--- src/odgc_pkg.sv ---
// ----------------------------------------------------------------------------
// odgc_pkg
// Shared types and constants for the octahedral direction to grid cell block.
// ----------------------------------------------------------------------------
package odgc_pkg;

  localparam int unsigned CHUNK_W     = 11;
  localparam int unsigned CELL_W      = 10;
  localparam int unsigned QUOT_W      = 11;
  localparam logic [CHUNK_W-1:0] CHUNK_RESET = 11'd16;
  localparam logic [CHUNK_W-1:0] CELL_MAX    = 11'd1023;

  typedef struct packed {
    logic valid;
    logic zero;
  } odgc_ctl_t;

endpackage

--- src/octahedral_direction_to_grid_cell.sv ---
// ----------------------------------------------------------------------------
// octahedral_direction_to_grid_cell
// Maps a signed direction vector to a cell of an N by N octahedral grid.
// ----------------------------------------------------------------------------
// Usage:
//   Input transaction: in_dir_x/y/z taken at a rising edge with start high and
//   busy low. busy stays low: one transaction may enter every cycle.
//   Result: out_cell_x, out_cell_y and out_zero_vector are shown for one
//   cycle with out_valid high, once the transaction has passed the front
//   stages, the division cells and the output register. There is
//   no back-pressure; results must be taken as they come.
//   Throughput is one transaction per cycle. The pipeline is a row of 11
//   division cells, one quotient bit each, behind an input stage (fold and
//   sum) and a scaling multiplier stage, plus the clamping output register.
//   Configuration: cfg_chunk_count is written when cfg_valid is high
//   (cfg_ready is always high); write only while no transaction is in
//   flight. Reset sets the grid size to 16 and empties the pipeline.
// ----------------------------------------------------------------------------
module octahedral_direction_to_grid_cell #(
  parameter int unsigned COMPONENT_WIDTH = 16
) (
  input  logic                          clk,
  input  logic                          rst_n,
  input  logic                          start,
  output logic                          busy,
  input  logic [COMPONENT_WIDTH-1:0]    in_dir_x,
  input  logic [COMPONENT_WIDTH-1:0]    in_dir_y,
  input  logic [COMPONENT_WIDTH-1:0]    in_dir_z,
  input  logic                          cfg_valid,
  output logic                          cfg_ready,
  input  logic [odgc_pkg::CHUNK_W-1:0]  cfg_chunk_count,
  output logic                          out_valid,
  output logic [odgc_pkg::CELL_W-1:0]   out_cell_x,
  output logic [odgc_pkg::CELL_W-1:0]   out_cell_y,
  output logic                          out_zero_vector
);
  import odgc_pkg::*;

  localparam int unsigned NUM_W = COMPONENT_WIDTH + 3;
  localparam int unsigned REM_W = NUM_W + QUOT_W;
  localparam int unsigned LAT   = QUOT_W + 3;

  logic [CHUNK_W-1:0] chunk_r, chunk_nxt;
  logic               accept;

  odgc_ctl_t          ctl   [QUOT_W+1];
  logic [NUM_W-1:0]   div   [QUOT_W+1];
  logic [REM_W-1:0]   rem_x [QUOT_W+1];
  logic [REM_W-1:0]   rem_y [QUOT_W+1];
  logic [QUOT_W-1:0]  quo_x [QUOT_W+1];
  logic [QUOT_W-1:0]  quo_y [QUOT_W+1];

  logic [CHUNK_W-1:0] limit;
  logic               out_valid_r;
  logic               zero_r, zero_nxt;
  logic [CELL_W-1:0]  cell_x_r, cell_x_nxt, cell_y_r, cell_y_nxt;

  assign busy      = 1'b0;
  assign cfg_ready = 1'b1;
  assign accept    = start && !busy;

  always_comb begin
    chunk_nxt = (cfg_valid && cfg_ready) ? cfg_chunk_count : chunk_r;
  end

  always_ff @(posedge clk) begin
    if (!rst_n) begin
      chunk_r <= CHUNK_RESET;
    end else begin
      chunk_r <= chunk_nxt;
    end
  end

  odgc_front #(
    .COMP_W (COMPONENT_WIDTH),
    .NUM_W  (NUM_W),
    .REM_W  (REM_W)
  ) u_front (
    .clk      (clk),
    .rst_n    (rst_n),
    .accept_i (accept),
    .dir_x_i  (in_dir_x),
    .dir_y_i  (in_dir_y),
    .dir_z_i  (in_dir_z),
    .chunk_i  (chunk_r),
    .ctl_o    (ctl[0]),
    .div_o    (div[0]),
    .prod_x_o (rem_x[0]),
    .prod_y_o (rem_y[0])
  );

  assign quo_x[0] = '0;
  assign quo_y[0] = '0;

  for (genvar i = 0; i < QUOT_W; i++) begin : g_cell
    odgc_div_cell #(
      .NUM_W (NUM_W),
      .REM_W (REM_W),
      .SHIFT (QUOT_W - 1 - i)
    ) u_cell (
      .clk     (clk),
      .rst_n   (rst_n),
      .ctl_i   (ctl[i]),
      .div_i   (div[i]),
      .rem_x_i (rem_x[i]),
      .rem_y_i (rem_y[i]),
      .quo_x_i (quo_x[i]),
      .quo_y_i (quo_y[i]),
      .ctl_o   (ctl[i+1]),
      .div_o   (div[i+1]),
      .rem_x_o (rem_x[i+1]),
      .rem_y_o (rem_y[i+1]),
      .quo_x_o (quo_x[i+1]),
      .quo_y_o (quo_y[i+1])
    );
  end

  // clamp to the last cell; an all-zero vector lands on cell 0,0
  always_comb begin
    limit = (chunk_r == '0) ? '0 : chunk_r - CHUNK_W'(1);
    if (limit > CELL_MAX) begin
      limit = CELL_MAX;
    end
    zero_nxt   = ctl[QUOT_W].zero;
    cell_x_nxt = CELL_W'((quo_x[QUOT_W] > limit) ? limit : quo_x[QUOT_W]);
    cell_y_nxt = CELL_W'((quo_y[QUOT_W] > limit) ? limit : quo_y[QUOT_W]);
    if (ctl[QUOT_W].zero) begin
      cell_x_nxt = '0;
      cell_y_nxt = '0;
    end
  end

  always_ff @(posedge clk) begin
    if (!rst_n) begin
      out_valid_r <= 1'b0;
    end else begin
      out_valid_r <= ctl[QUOT_W].valid;
    end
  end

  always_ff @(posedge clk) begin
    zero_r   <= zero_nxt;
    cell_x_r <= cell_x_nxt;
    cell_y_r <= cell_y_nxt;
  end

  assign out_valid       = out_valid_r;
  assign out_cell_x      = cell_x_r;
  assign out_cell_y      = cell_y_r;
  assign out_zero_vector = zero_r;

`ifndef SYNTHESIS
  a_latency : assert property (@(posedge clk) disable iff (!rst_n)
    accept |-> ##LAT out_valid)
    else $error("transaction did not emerge after the pipeline latency");

  a_no_spurious : assert property (@(posedge clk) disable iff (!rst_n)
    out_valid |-> $past(accept, LAT))
    else $error("result strobe without a matching transaction");

  a_zero_cells : assert property (@(posedge clk) disable iff (!rst_n)
    (out_valid && out_zero_vector) |-> (out_cell_x == '0 && out_cell_y == '0))
    else $error("zero vector with non-zero cell");

  a_clamp : assert property (@(posedge clk) disable iff (!rst_n)
    out_valid |-> (CHUNK_W'(out_cell_x) <= limit && CHUNK_W'(out_cell_y) <= limit))
    else $error("cell index beyond the grid");

  a_reset_idle : assert property (@(posedge clk)
    !rst_n |=> !out_valid)
    else $error("result strobe straight after reset");
`endif

endmodule

--- src/odgc_front.sv ---
// ----------------------------------------------------------------------------
// odgc_front
// Magnitudes, sum, hemisphere fold and scaling by the grid size, two stages.
// ----------------------------------------------------------------------------
module odgc_front #(
  parameter int unsigned COMP_W = 16,
  parameter int unsigned NUM_W  = COMP_W + 3,
  parameter int unsigned REM_W  = NUM_W + 11
) (
  input  logic                      clk,
  input  logic                      rst_n,
  input  logic                      accept_i,
  input  logic [COMP_W-1:0]         dir_x_i,
  input  logic [COMP_W-1:0]         dir_y_i,
  input  logic [COMP_W-1:0]         dir_z_i,
  input  logic [odgc_pkg::CHUNK_W-1:0] chunk_i,
  output odgc_pkg::odgc_ctl_t       ctl_o,
  output logic [NUM_W-1:0]          div_o,
  output logic [REM_W-1:0]          prod_x_o,
  output logic [REM_W-1:0]          prod_y_o
);
  import odgc_pkg::*;

  logic [COMP_W-1:0] ax, ay, az;
  logic [NUM_W-1:0]  sum, sx_ext, sy_ext;
  logic              lower;

  odgc_ctl_t         ctl1_r, ctl1_nxt, ctl2_r;
  logic [NUM_W-1:0]  numx_r, numx_nxt, numy_r, numy_nxt, div1_r, div1_nxt, div2_r;
  logic [REM_W-1:0]  px_r, px_nxt, py_r, py_nxt;

  always_comb begin
    ax     = dir_x_i[COMP_W-1] ? COMP_W'(-dir_x_i) : dir_x_i;
    ay     = dir_y_i[COMP_W-1] ? COMP_W'(-dir_y_i) : dir_y_i;
    az     = dir_z_i[COMP_W-1] ? COMP_W'(-dir_z_i) : dir_z_i;
    sum    = NUM_W'(ax) + NUM_W'(ay) + NUM_W'(az);
    lower  = dir_z_i[COMP_W-1];
    sx_ext = {{(NUM_W-COMP_W){dir_x_i[COMP_W-1]}}, dir_x_i};
    sy_ext = {{(NUM_W-COMP_W){dir_y_i[COMP_W-1]}}, dir_y_i};

    if (!lower) begin
      numx_nxt = sx_ext + sum;
      numy_nxt = sy_ext + sum;
    end else begin
      numx_nxt = dir_x_i[COMP_W-1] ? NUM_W'(ay) : (sum << 1) - NUM_W'(ay);
      numy_nxt = dir_y_i[COMP_W-1] ? NUM_W'(ax) : (sum << 1) - NUM_W'(ax);
    end
    div1_nxt       = sum << 1;
    ctl1_nxt.valid = accept_i;
    ctl1_nxt.zero  = (sum == '0);

    px_nxt = {{(REM_W-CHUNK_W){1'b0}}, chunk_i} * {{(REM_W-NUM_W){1'b0}}, numx_r};
    py_nxt = {{(REM_W-CHUNK_W){1'b0}}, chunk_i} * {{(REM_W-NUM_W){1'b0}}, numy_r};
  end

  always_ff @(posedge clk) begin
    if (!rst_n) begin
      ctl1_r <= '0;
      ctl2_r <= '0;
    end else begin
      ctl1_r <= ctl1_nxt;
      ctl2_r <= ctl1_r;
    end
  end

  always_ff @(posedge clk) begin
    numx_r <= numx_nxt;
    numy_r <= numy_nxt;
    div1_r <= div1_nxt;
    px_r   <= px_nxt;
    py_r   <= py_nxt;
    div2_r <= div1_r;
  end

  assign ctl_o    = ctl2_r;
  assign div_o    = div2_r;
  assign prod_x_o = px_r;
  assign prod_y_o = py_r;

endmodule

--- src/odgc_div_cell.sv ---
// ----------------------------------------------------------------------------
// odgc_div_cell
// One quotient bit of the restoring division, both axes, registered.
// ----------------------------------------------------------------------------
module odgc_div_cell #(
  parameter int unsigned NUM_W = 19,
  parameter int unsigned REM_W = 30,
  parameter int unsigned SHIFT = 10
) (
  input  logic                        clk,
  input  logic                        rst_n,
  input  odgc_pkg::odgc_ctl_t         ctl_i,
  input  logic [NUM_W-1:0]            div_i,
  input  logic [REM_W-1:0]            rem_x_i,
  input  logic [REM_W-1:0]            rem_y_i,
  input  logic [odgc_pkg::QUOT_W-1:0] quo_x_i,
  input  logic [odgc_pkg::QUOT_W-1:0] quo_y_i,
  output odgc_pkg::odgc_ctl_t         ctl_o,
  output logic [NUM_W-1:0]            div_o,
  output logic [REM_W-1:0]            rem_x_o,
  output logic [REM_W-1:0]            rem_y_o,
  output logic [odgc_pkg::QUOT_W-1:0] quo_x_o,
  output logic [odgc_pkg::QUOT_W-1:0] quo_y_o
);
  import odgc_pkg::*;

  logic [REM_W-1:0]  shifted;
  logic              ge_x, ge_y;
  odgc_ctl_t         ctl_r;
  logic [NUM_W-1:0]  div_r;
  logic [REM_W-1:0]  rem_x_r, rem_x_nxt, rem_y_r, rem_y_nxt;
  logic [QUOT_W-1:0] quo_x_r, quo_x_nxt, quo_y_r, quo_y_nxt;

  always_comb begin
    shifted   = REM_W'(div_i) << SHIFT;
    ge_x      = (rem_x_i >= shifted);
    ge_y      = (rem_y_i >= shifted);
    rem_x_nxt = ge_x ? rem_x_i - shifted : rem_x_i;
    rem_y_nxt = ge_y ? rem_y_i - shifted : rem_y_i;
    quo_x_nxt = quo_x_i;
    quo_y_nxt = quo_y_i;
    quo_x_nxt[SHIFT] = ge_x;
    quo_y_nxt[SHIFT] = ge_y;
  end

  always_ff @(posedge clk) begin
    if (!rst_n) begin
      ctl_r <= '0;
    end else begin
      ctl_r <= ctl_i;
    end
  end

  always_ff @(posedge clk) begin
    div_r   <= div_i;
    rem_x_r <= rem_x_nxt;
    rem_y_r <= rem_y_nxt;
    quo_x_r <= quo_x_nxt;
    quo_y_r <= quo_y_nxt;
  end

  assign ctl_o   = ctl_r;
  assign div_o   = div_r;
  assign rem_x_o = rem_x_r;
  assign rem_y_o = rem_y_r;
  assign quo_x_o = quo_x_r;
  assign quo_y_o = quo_y_r;

endmodule

--- config.mk ---
export PLATFORM = sky130hd
export DESIGN_NAME = octahedral_direction_to_grid_cell
export DESIGN_NICKNAME = d
export VERILOG_FILES = /design/src/odgc_pkg.sv /design/src/octahedral_direction_to_grid_cell.sv /design/src/odgc_front.sv /design/src/odgc_div_cell.sv
export SDC_FILE = /design/constraint.sdc
export NUM_CORES = 2
export LEC_CHECK = 0
export BUFFER_PORTS_ARGS = -buffer_cell sky130_fd_sc_hd__buf_4
export CORE_MARGIN = 2
export CORE_UTILIZATION = 56
export DETAILED_ROUTE_END_ITERATION = 8
export PLACE_DENSITY_LB_ADDON = 0.15
export SKIP_LAST_GASP = 1
export SYNTH_ARGS = -nofsm -noshare
export SYNTH_HDL_FRONTEND = slang
export SYNTH_HIERARCHICAL = 1
export SYNTH_SLANG_ARGS = --single-unit
--- constraint.sdc ---
create_clock -name clk -period 7.2 [get_ports clk]
set_input_delay 1.08 -clock clk [delete_from_list [all_inputs] [get_ports clk]]
set_output_delay 1.08 -clock clk [all_outputs]
set_load 0.05 [all_outputs]
# == Yosys cells after proc, flatten, opt, wreduce, memory -nomap -nowiden ==
# Cells that the tools add are included.
# op_classes
n_mux,31
reduce_logical,2
multipliers,2
add_sub_neg,30
magnitude_cmp,25
# op_table
op,n
$mux W30,20
$mux W19,4
$ge A30 B19 Y1,2
$ge A30 B20 Y1,2
$ge A30 B21 Y1,2
$ge A30 B22 Y1,2
$ge A30 B23 Y1,2
$ge A30 B24 Y1,2
$ge A30 B25 Y1,2
$ge A30 B26 Y1,2
$ge A30 B27 Y1,2
$ge A30 B28 Y1,2
$ge A30 B29 Y1,2
$mul A11 B19 Y30,2
$sub A30 B20 Y30,2
$sub A30 B21 Y30,2
$sub A30 B22 Y30,2
$sub A30 B23 Y30,2
$sub A30 B24 Y30,2
$sub A30 B25 Y30,2
$sub A30 B26 Y30,2
$sub A30 B27 Y30,2
$sub A30 B28 Y30,2
$sub A30 B29 Y30,2
13 further kinds,22
# totals
word_cells,179
in_bits,63
regBits,1105
output_inout_bits,24

# == Logic depth before layout (Yosys ltp) ==
# depth
ltp_word,7
mapped_depth,24
ltp_nobuf,24

# == By module ==
# Netlist, hierarchy kept.
# modules_own_cells
mod,n_inst,cells_each,area_each_um2
odgc_front,1,2473,21754.6
odgc_div_cell (g_cell[10].u_cell),1,555,5068.6
odgc_div_cell (g_cell[8].u_cell),1,560,5047.3
odgc_div_cell (g_cell[9].u_cell),1,549,5024.8
odgc_div_cell (g_cell[6].u_cell),1,559,5012.3
odgc_div_cell (g_cell[5].u_cell),1,553,4969.8
odgc_div_cell (g_cell[7].u_cell),1,547,4947.2
odgc_div_cell (g_cell[0].u_cell),1,495,4934.7
odgc_div_cell (g_cell[3].u_cell),1,521,4912.2
odgc_div_cell (g_cell[4].u_cell),1,525,4879.7
odgc_div_cell (g_cell[2].u_cell),1,516,4747.1
odgc_div_cell (g_cell[1].u_cell),1,503,4636.9
octahedral_direction_to_grid_cell,1,227,2133.3

# == Worst setup path after synthesis ==
# OpenSTA, ideal clock, no wires.
# synth_timing
kind,input-to-reg
from,input in_dir_y[3]
to,register u_front.numx_r[18]
required_ns,7.068
path_stages,20
setup_slack_ns,1.083
setup_time_ns,0.132
n_path_buf,0
t_arrival_ns,5.985
cell_sequence,or3_1 > or2_1 > or3_1 > o31ai_1 > xor2_1 > xor2_1 > ha_1 > ha_1 > and2_1 > a31o_1 > a211o_1 > xor2_1 > ha_1 > or3_1 > a311o_1 > a41oi_1 > o21bai_1 > a221oi_1 > xnor2_1 > o22ai_1
# synth_via
elab_chain_len,7
# synth_rtl
item,line,source
"start, declared",octahedral_direction_to_grid_cell.sv:27,"input logic [COMPONENT_WIDTH-1:0] in_dir_y,"
$neg A16 Y16,odgc_front.sv:34,ay = dir_y_i[COMP_W-1] ? COMP_W'(-dir_y_i) : dir_y_i;
$mux W16 (*),odgc_front.sv:34,
$add A16 B16 Y17 (*),odgc_front.sv:36,sum = NUM_W'(ax) + NUM_W'(ay) + NUM_W'(az);
$add A19 B16 Y19 (*),odgc_front.sv:36,
via u_front.sum[11],odgc_front.sv:25,"logic [NUM_W-1:0] sum, sx_ext, sy_ext;"
$sub A19 B16 Y19,odgc_front.sv:45,numx_nxt = dir_x_i[COMP_W-1] ? NUM_W'(ay) : (sum << 1) - NUM_W'(ay);
$mux W19,odgc_front.sv:45,
$mux W19 (*),odgc_front.sv:41,if (!lower) begin
via u_front.numx_nxt[18],odgc_front.sv:29,"logic [NUM_W-1:0] numx_r, numx_nxt, numy_r, numy_nxt, div1_r, div1_nxt, div2_r;"
"end signal, assigned",odgc_front.sv:67,numx_r <= numx_nxt;
"end, declared",odgc_front.sv:29,
# The timed path passes the listed nets; every way through them passes the cells marked *.
# A chain may end at the register's enable or synchronous reset.

# == Worst setup path after layout ==
# layout_timing
from,register chunk_r[3]
to,"register u_front.px_r[25], in the netlist u_front/prod_x_o[25]"
# layout_via
elab_chain_len,1
# layout_rtl
item,line,source
"start, declared",octahedral_direction_to_grid_cell.sv:43,"logic [CHUNK_W-1:0] chunk_r, chunk_nxt;"
"start signal, assigned",octahedral_direction_to_grid_cell.sv:70,chunk_r <= chunk_nxt;
$mul A11 B19 Y30,odgc_front.sv:52,"px_nxt = {{(REM_W-CHUNK_W){1'b0}}, chunk_i} * {{(REM_W-NUM_W){1'b0}}, numx_r};"
via u_front.px_nxt[25],odgc_front.sv:30,"logic [REM_W-1:0] px_r, px_nxt, py_r, py_nxt;"
"end signal, assigned",odgc_front.sv:70,px_r <= px_nxt;
"end, declared",odgc_front.sv:30,
# The timed path passes the listed nets, and every way through them passes these cells.

==> results.ini <==
[status]
status = finished, final reports clean

[critical_path]
ff2ff_setup_slack_ns = 0.61
crit_path_end = u_front/prod_x_o[25]
path_cells = buf_4, nand2_1, fa_1, fa_1, inv_1, fa_1, fa_1, fa_1, ha_1, and2_1, nand4_1, nand2_1, a41oi_1, a2111oi_0, buf_4, o2111ai_1, nand2_1, a21oi_1, xnor2_1
crit_required_ns = 7.75
cp.arrival_ns = 7.14
startpoint_type = flop
r2r_cells = 19
slowest_stage = dfxtp_1
startpoint = chunk_r[3]
r2r_start = chunk_r[3]
critical_path_class = reg -> reg
reg2reg_to = u_front/prod_x_o[25]
cp-end-kind = flop
crit_fanout = 18
cpPeakStageDelay_ns = 0.80
crit_top_cell = fa_1

[cts]
clockRootBuffer = clkbuf_16
postCtsHoldBufs = 0
postCtsSetupRepairBufs = 0
cts_num_sinks = 1115
post_cts_resized = 0
clk-insertion-delay-late_ns = 0.74
cts-buffers-inserted = 113
cts_tree = built
clk_pin_slew_ns = 0.07
h-tree-depth = 3
clockBufferDepth = 3

[timing]
rsz0062_at_grt = false
tightest_slew_ns = 1.243
slew-limit-headroom_pct = 16.35
finalCriticalPeriod_ns = 6.593
hold_viol_final = 0
finalMaxSlewViolations = 0
setup_viol = 0
fin_skew_ns = 0.03893
max_freq_ghz = 0.1517
final.setup.tns_ns = 0
finalCritPeriodShare_pct = 91.57

[routing]
wl_mm = 214.2
vias_per_cell = 5.906
wl_met2_mm = 99.34
dr.pass1.iters = 7
drt_iter0_drc = 5011
drc = 0
ant_nets = 0
routedWlPerCell_um = 21.58
routed.top_layer = met5
wl_met3_mm = 13.19
vias = 58610
wl_met1_mm = 91.09

[placement]
dp_hpwl_mm = 174.4
routabilityCongestion = 0.9832
dp.cells = 9704
io_buffers = 84
dpl_cell_area_um2 = 74440

[grt]
antenna_found_initial = 15
grt_max_degree = 42
grt_pass1_wl_mm = 328.8
grt_overflow = 0
first_global_vias = 56930
track_usage_pct = 32.10

[final_layout]
syn_to_final_growth_pct = 8.395
layout_common_cells = 1113 x dfxtp_1, 777 x nand2_1, 698 x inv_1, 664 x ha_1, 565 x a21oi_1
multi_input_area_um2 = 46080
regArea_um2 = 22320
layout_commonest_cell = dfxtp_1
nFillCells = 11100
nNetsFinal = 9161
fin_area_um2 = 78530
fin_cells = 9924
drive_gt1_share_pct = 7.705

[yosys]
yosys_warnings = 6
postSynthAreaPerCell_um2 = 8.948
synthesis.area_um2 = 72450
synth_cells = 8097

[floorplanning]
fp.dieH_um = 363.7
rows = 131
pin_count = 87
start_util_pct = 56.60
die_w_um = 363.7
coreArea_um2 = 128000
die_area_um2 = 132300

[run]
maxCapViolCount = 0

[worst_hold_path]
holdCritPathClass = reg -> reg

[per-layer routing]
metal	track usage, %	vias to the layer above
li1	-	28050
met1	41.98	28090
met2	53.13	2058
met3	4.285	411
met4	14.08	6
met5	0	-
[flip-flops by register name, summed over array words and instances, names as in the netlist]
register and cells:
u_front/ctl1_r 2, out_cell_y 10, u_front/div1_r 18, u_front/prod_y_o 30, g_cell.u_cell/quo_x_o 66, u_front/prod_x_o 30
u_front/div_o 18, u_front/numy_r 19, g_cell.u_cell/rem_x_o 300, g_cell.u_cell/div_o 190, chunk_r 11, out_zero_vector 1
g_cell.u_cell/rem_y_o 300, g_cell.u_cell/quo_y_o 66, g_cell.u_cell/ctl_o 22, u_front/numx_r 19, out_valid 1, out_cell_x 10
u_front/ctl_o 2
[layout make-up]
type	count	share of cell area (%)
well taps	1729	2.755
multi-input cells	5990	58.67
repair buffers	160	1.529
flip-flops and latches	1115	28.43
inverters	710	3.403
clock buffers	139	3.983
clock inverters	75	1.211
diodes	6	0.01912
[how the worst min path moves through the flow]
| stage | depth (start not counted) | start | to |
|---|---|---|---|
| floorplan | 0 | g_cell[9].u_cell/quo_x_o[10] | g_cell[10].u_cell/quo_x_o[10] |
| global placement | 0 | u_front/div1_r[8] | u_front/div_o[8] |
| detailed placement | 0 | g_cell[6].u_cell/quo_x_o[10] | g_cell[7].u_cell/quo_x_o[10] |
| CTS | 0 | g_cell[5].u_cell/quo_y_o[6] | g_cell[6].u_cell/quo_y_o[6] |
| global route | 0 | u_front/div1_r[1] | u_front/div_o[1] |
| finish | 0 | g_cell[5].u_cell/quo_y_o[6] | g_cell[6].u_cell/quo_y_o[6] |
[critical path: cells and delay by family, from the launching register on]
family	cells	cell delay [ns]
XOR/XNOR	1	0.66
buffers and inverters	3	0.65
flip-flops	1	0.80
adder cells (fa/ha/maj)	6	2.83
AO/OA/AOI/OAI	4	0.82
AND/OR/NAND/NOR	5	0.63
[per-stage QoR]
stage | hold WS [ns] | setup WS [ns] | util (%)
final | 0.3163 | 0.6073 | 61.35
after global routing | 0.3176 | 0.4047 | 61.34
after CTS | 0.3128 | 0.7201 | 61.34
after detailed placement | 0.3121 | 0.2917 | 58.15
after floorplan | 0.3096 | 1.083 | -
after global placement | 0.3099 | 0.4030 | 58.15
Power is not shown: default switching activity piles up to over one toggle a cycle in this logic, so the estimate is an artifact.
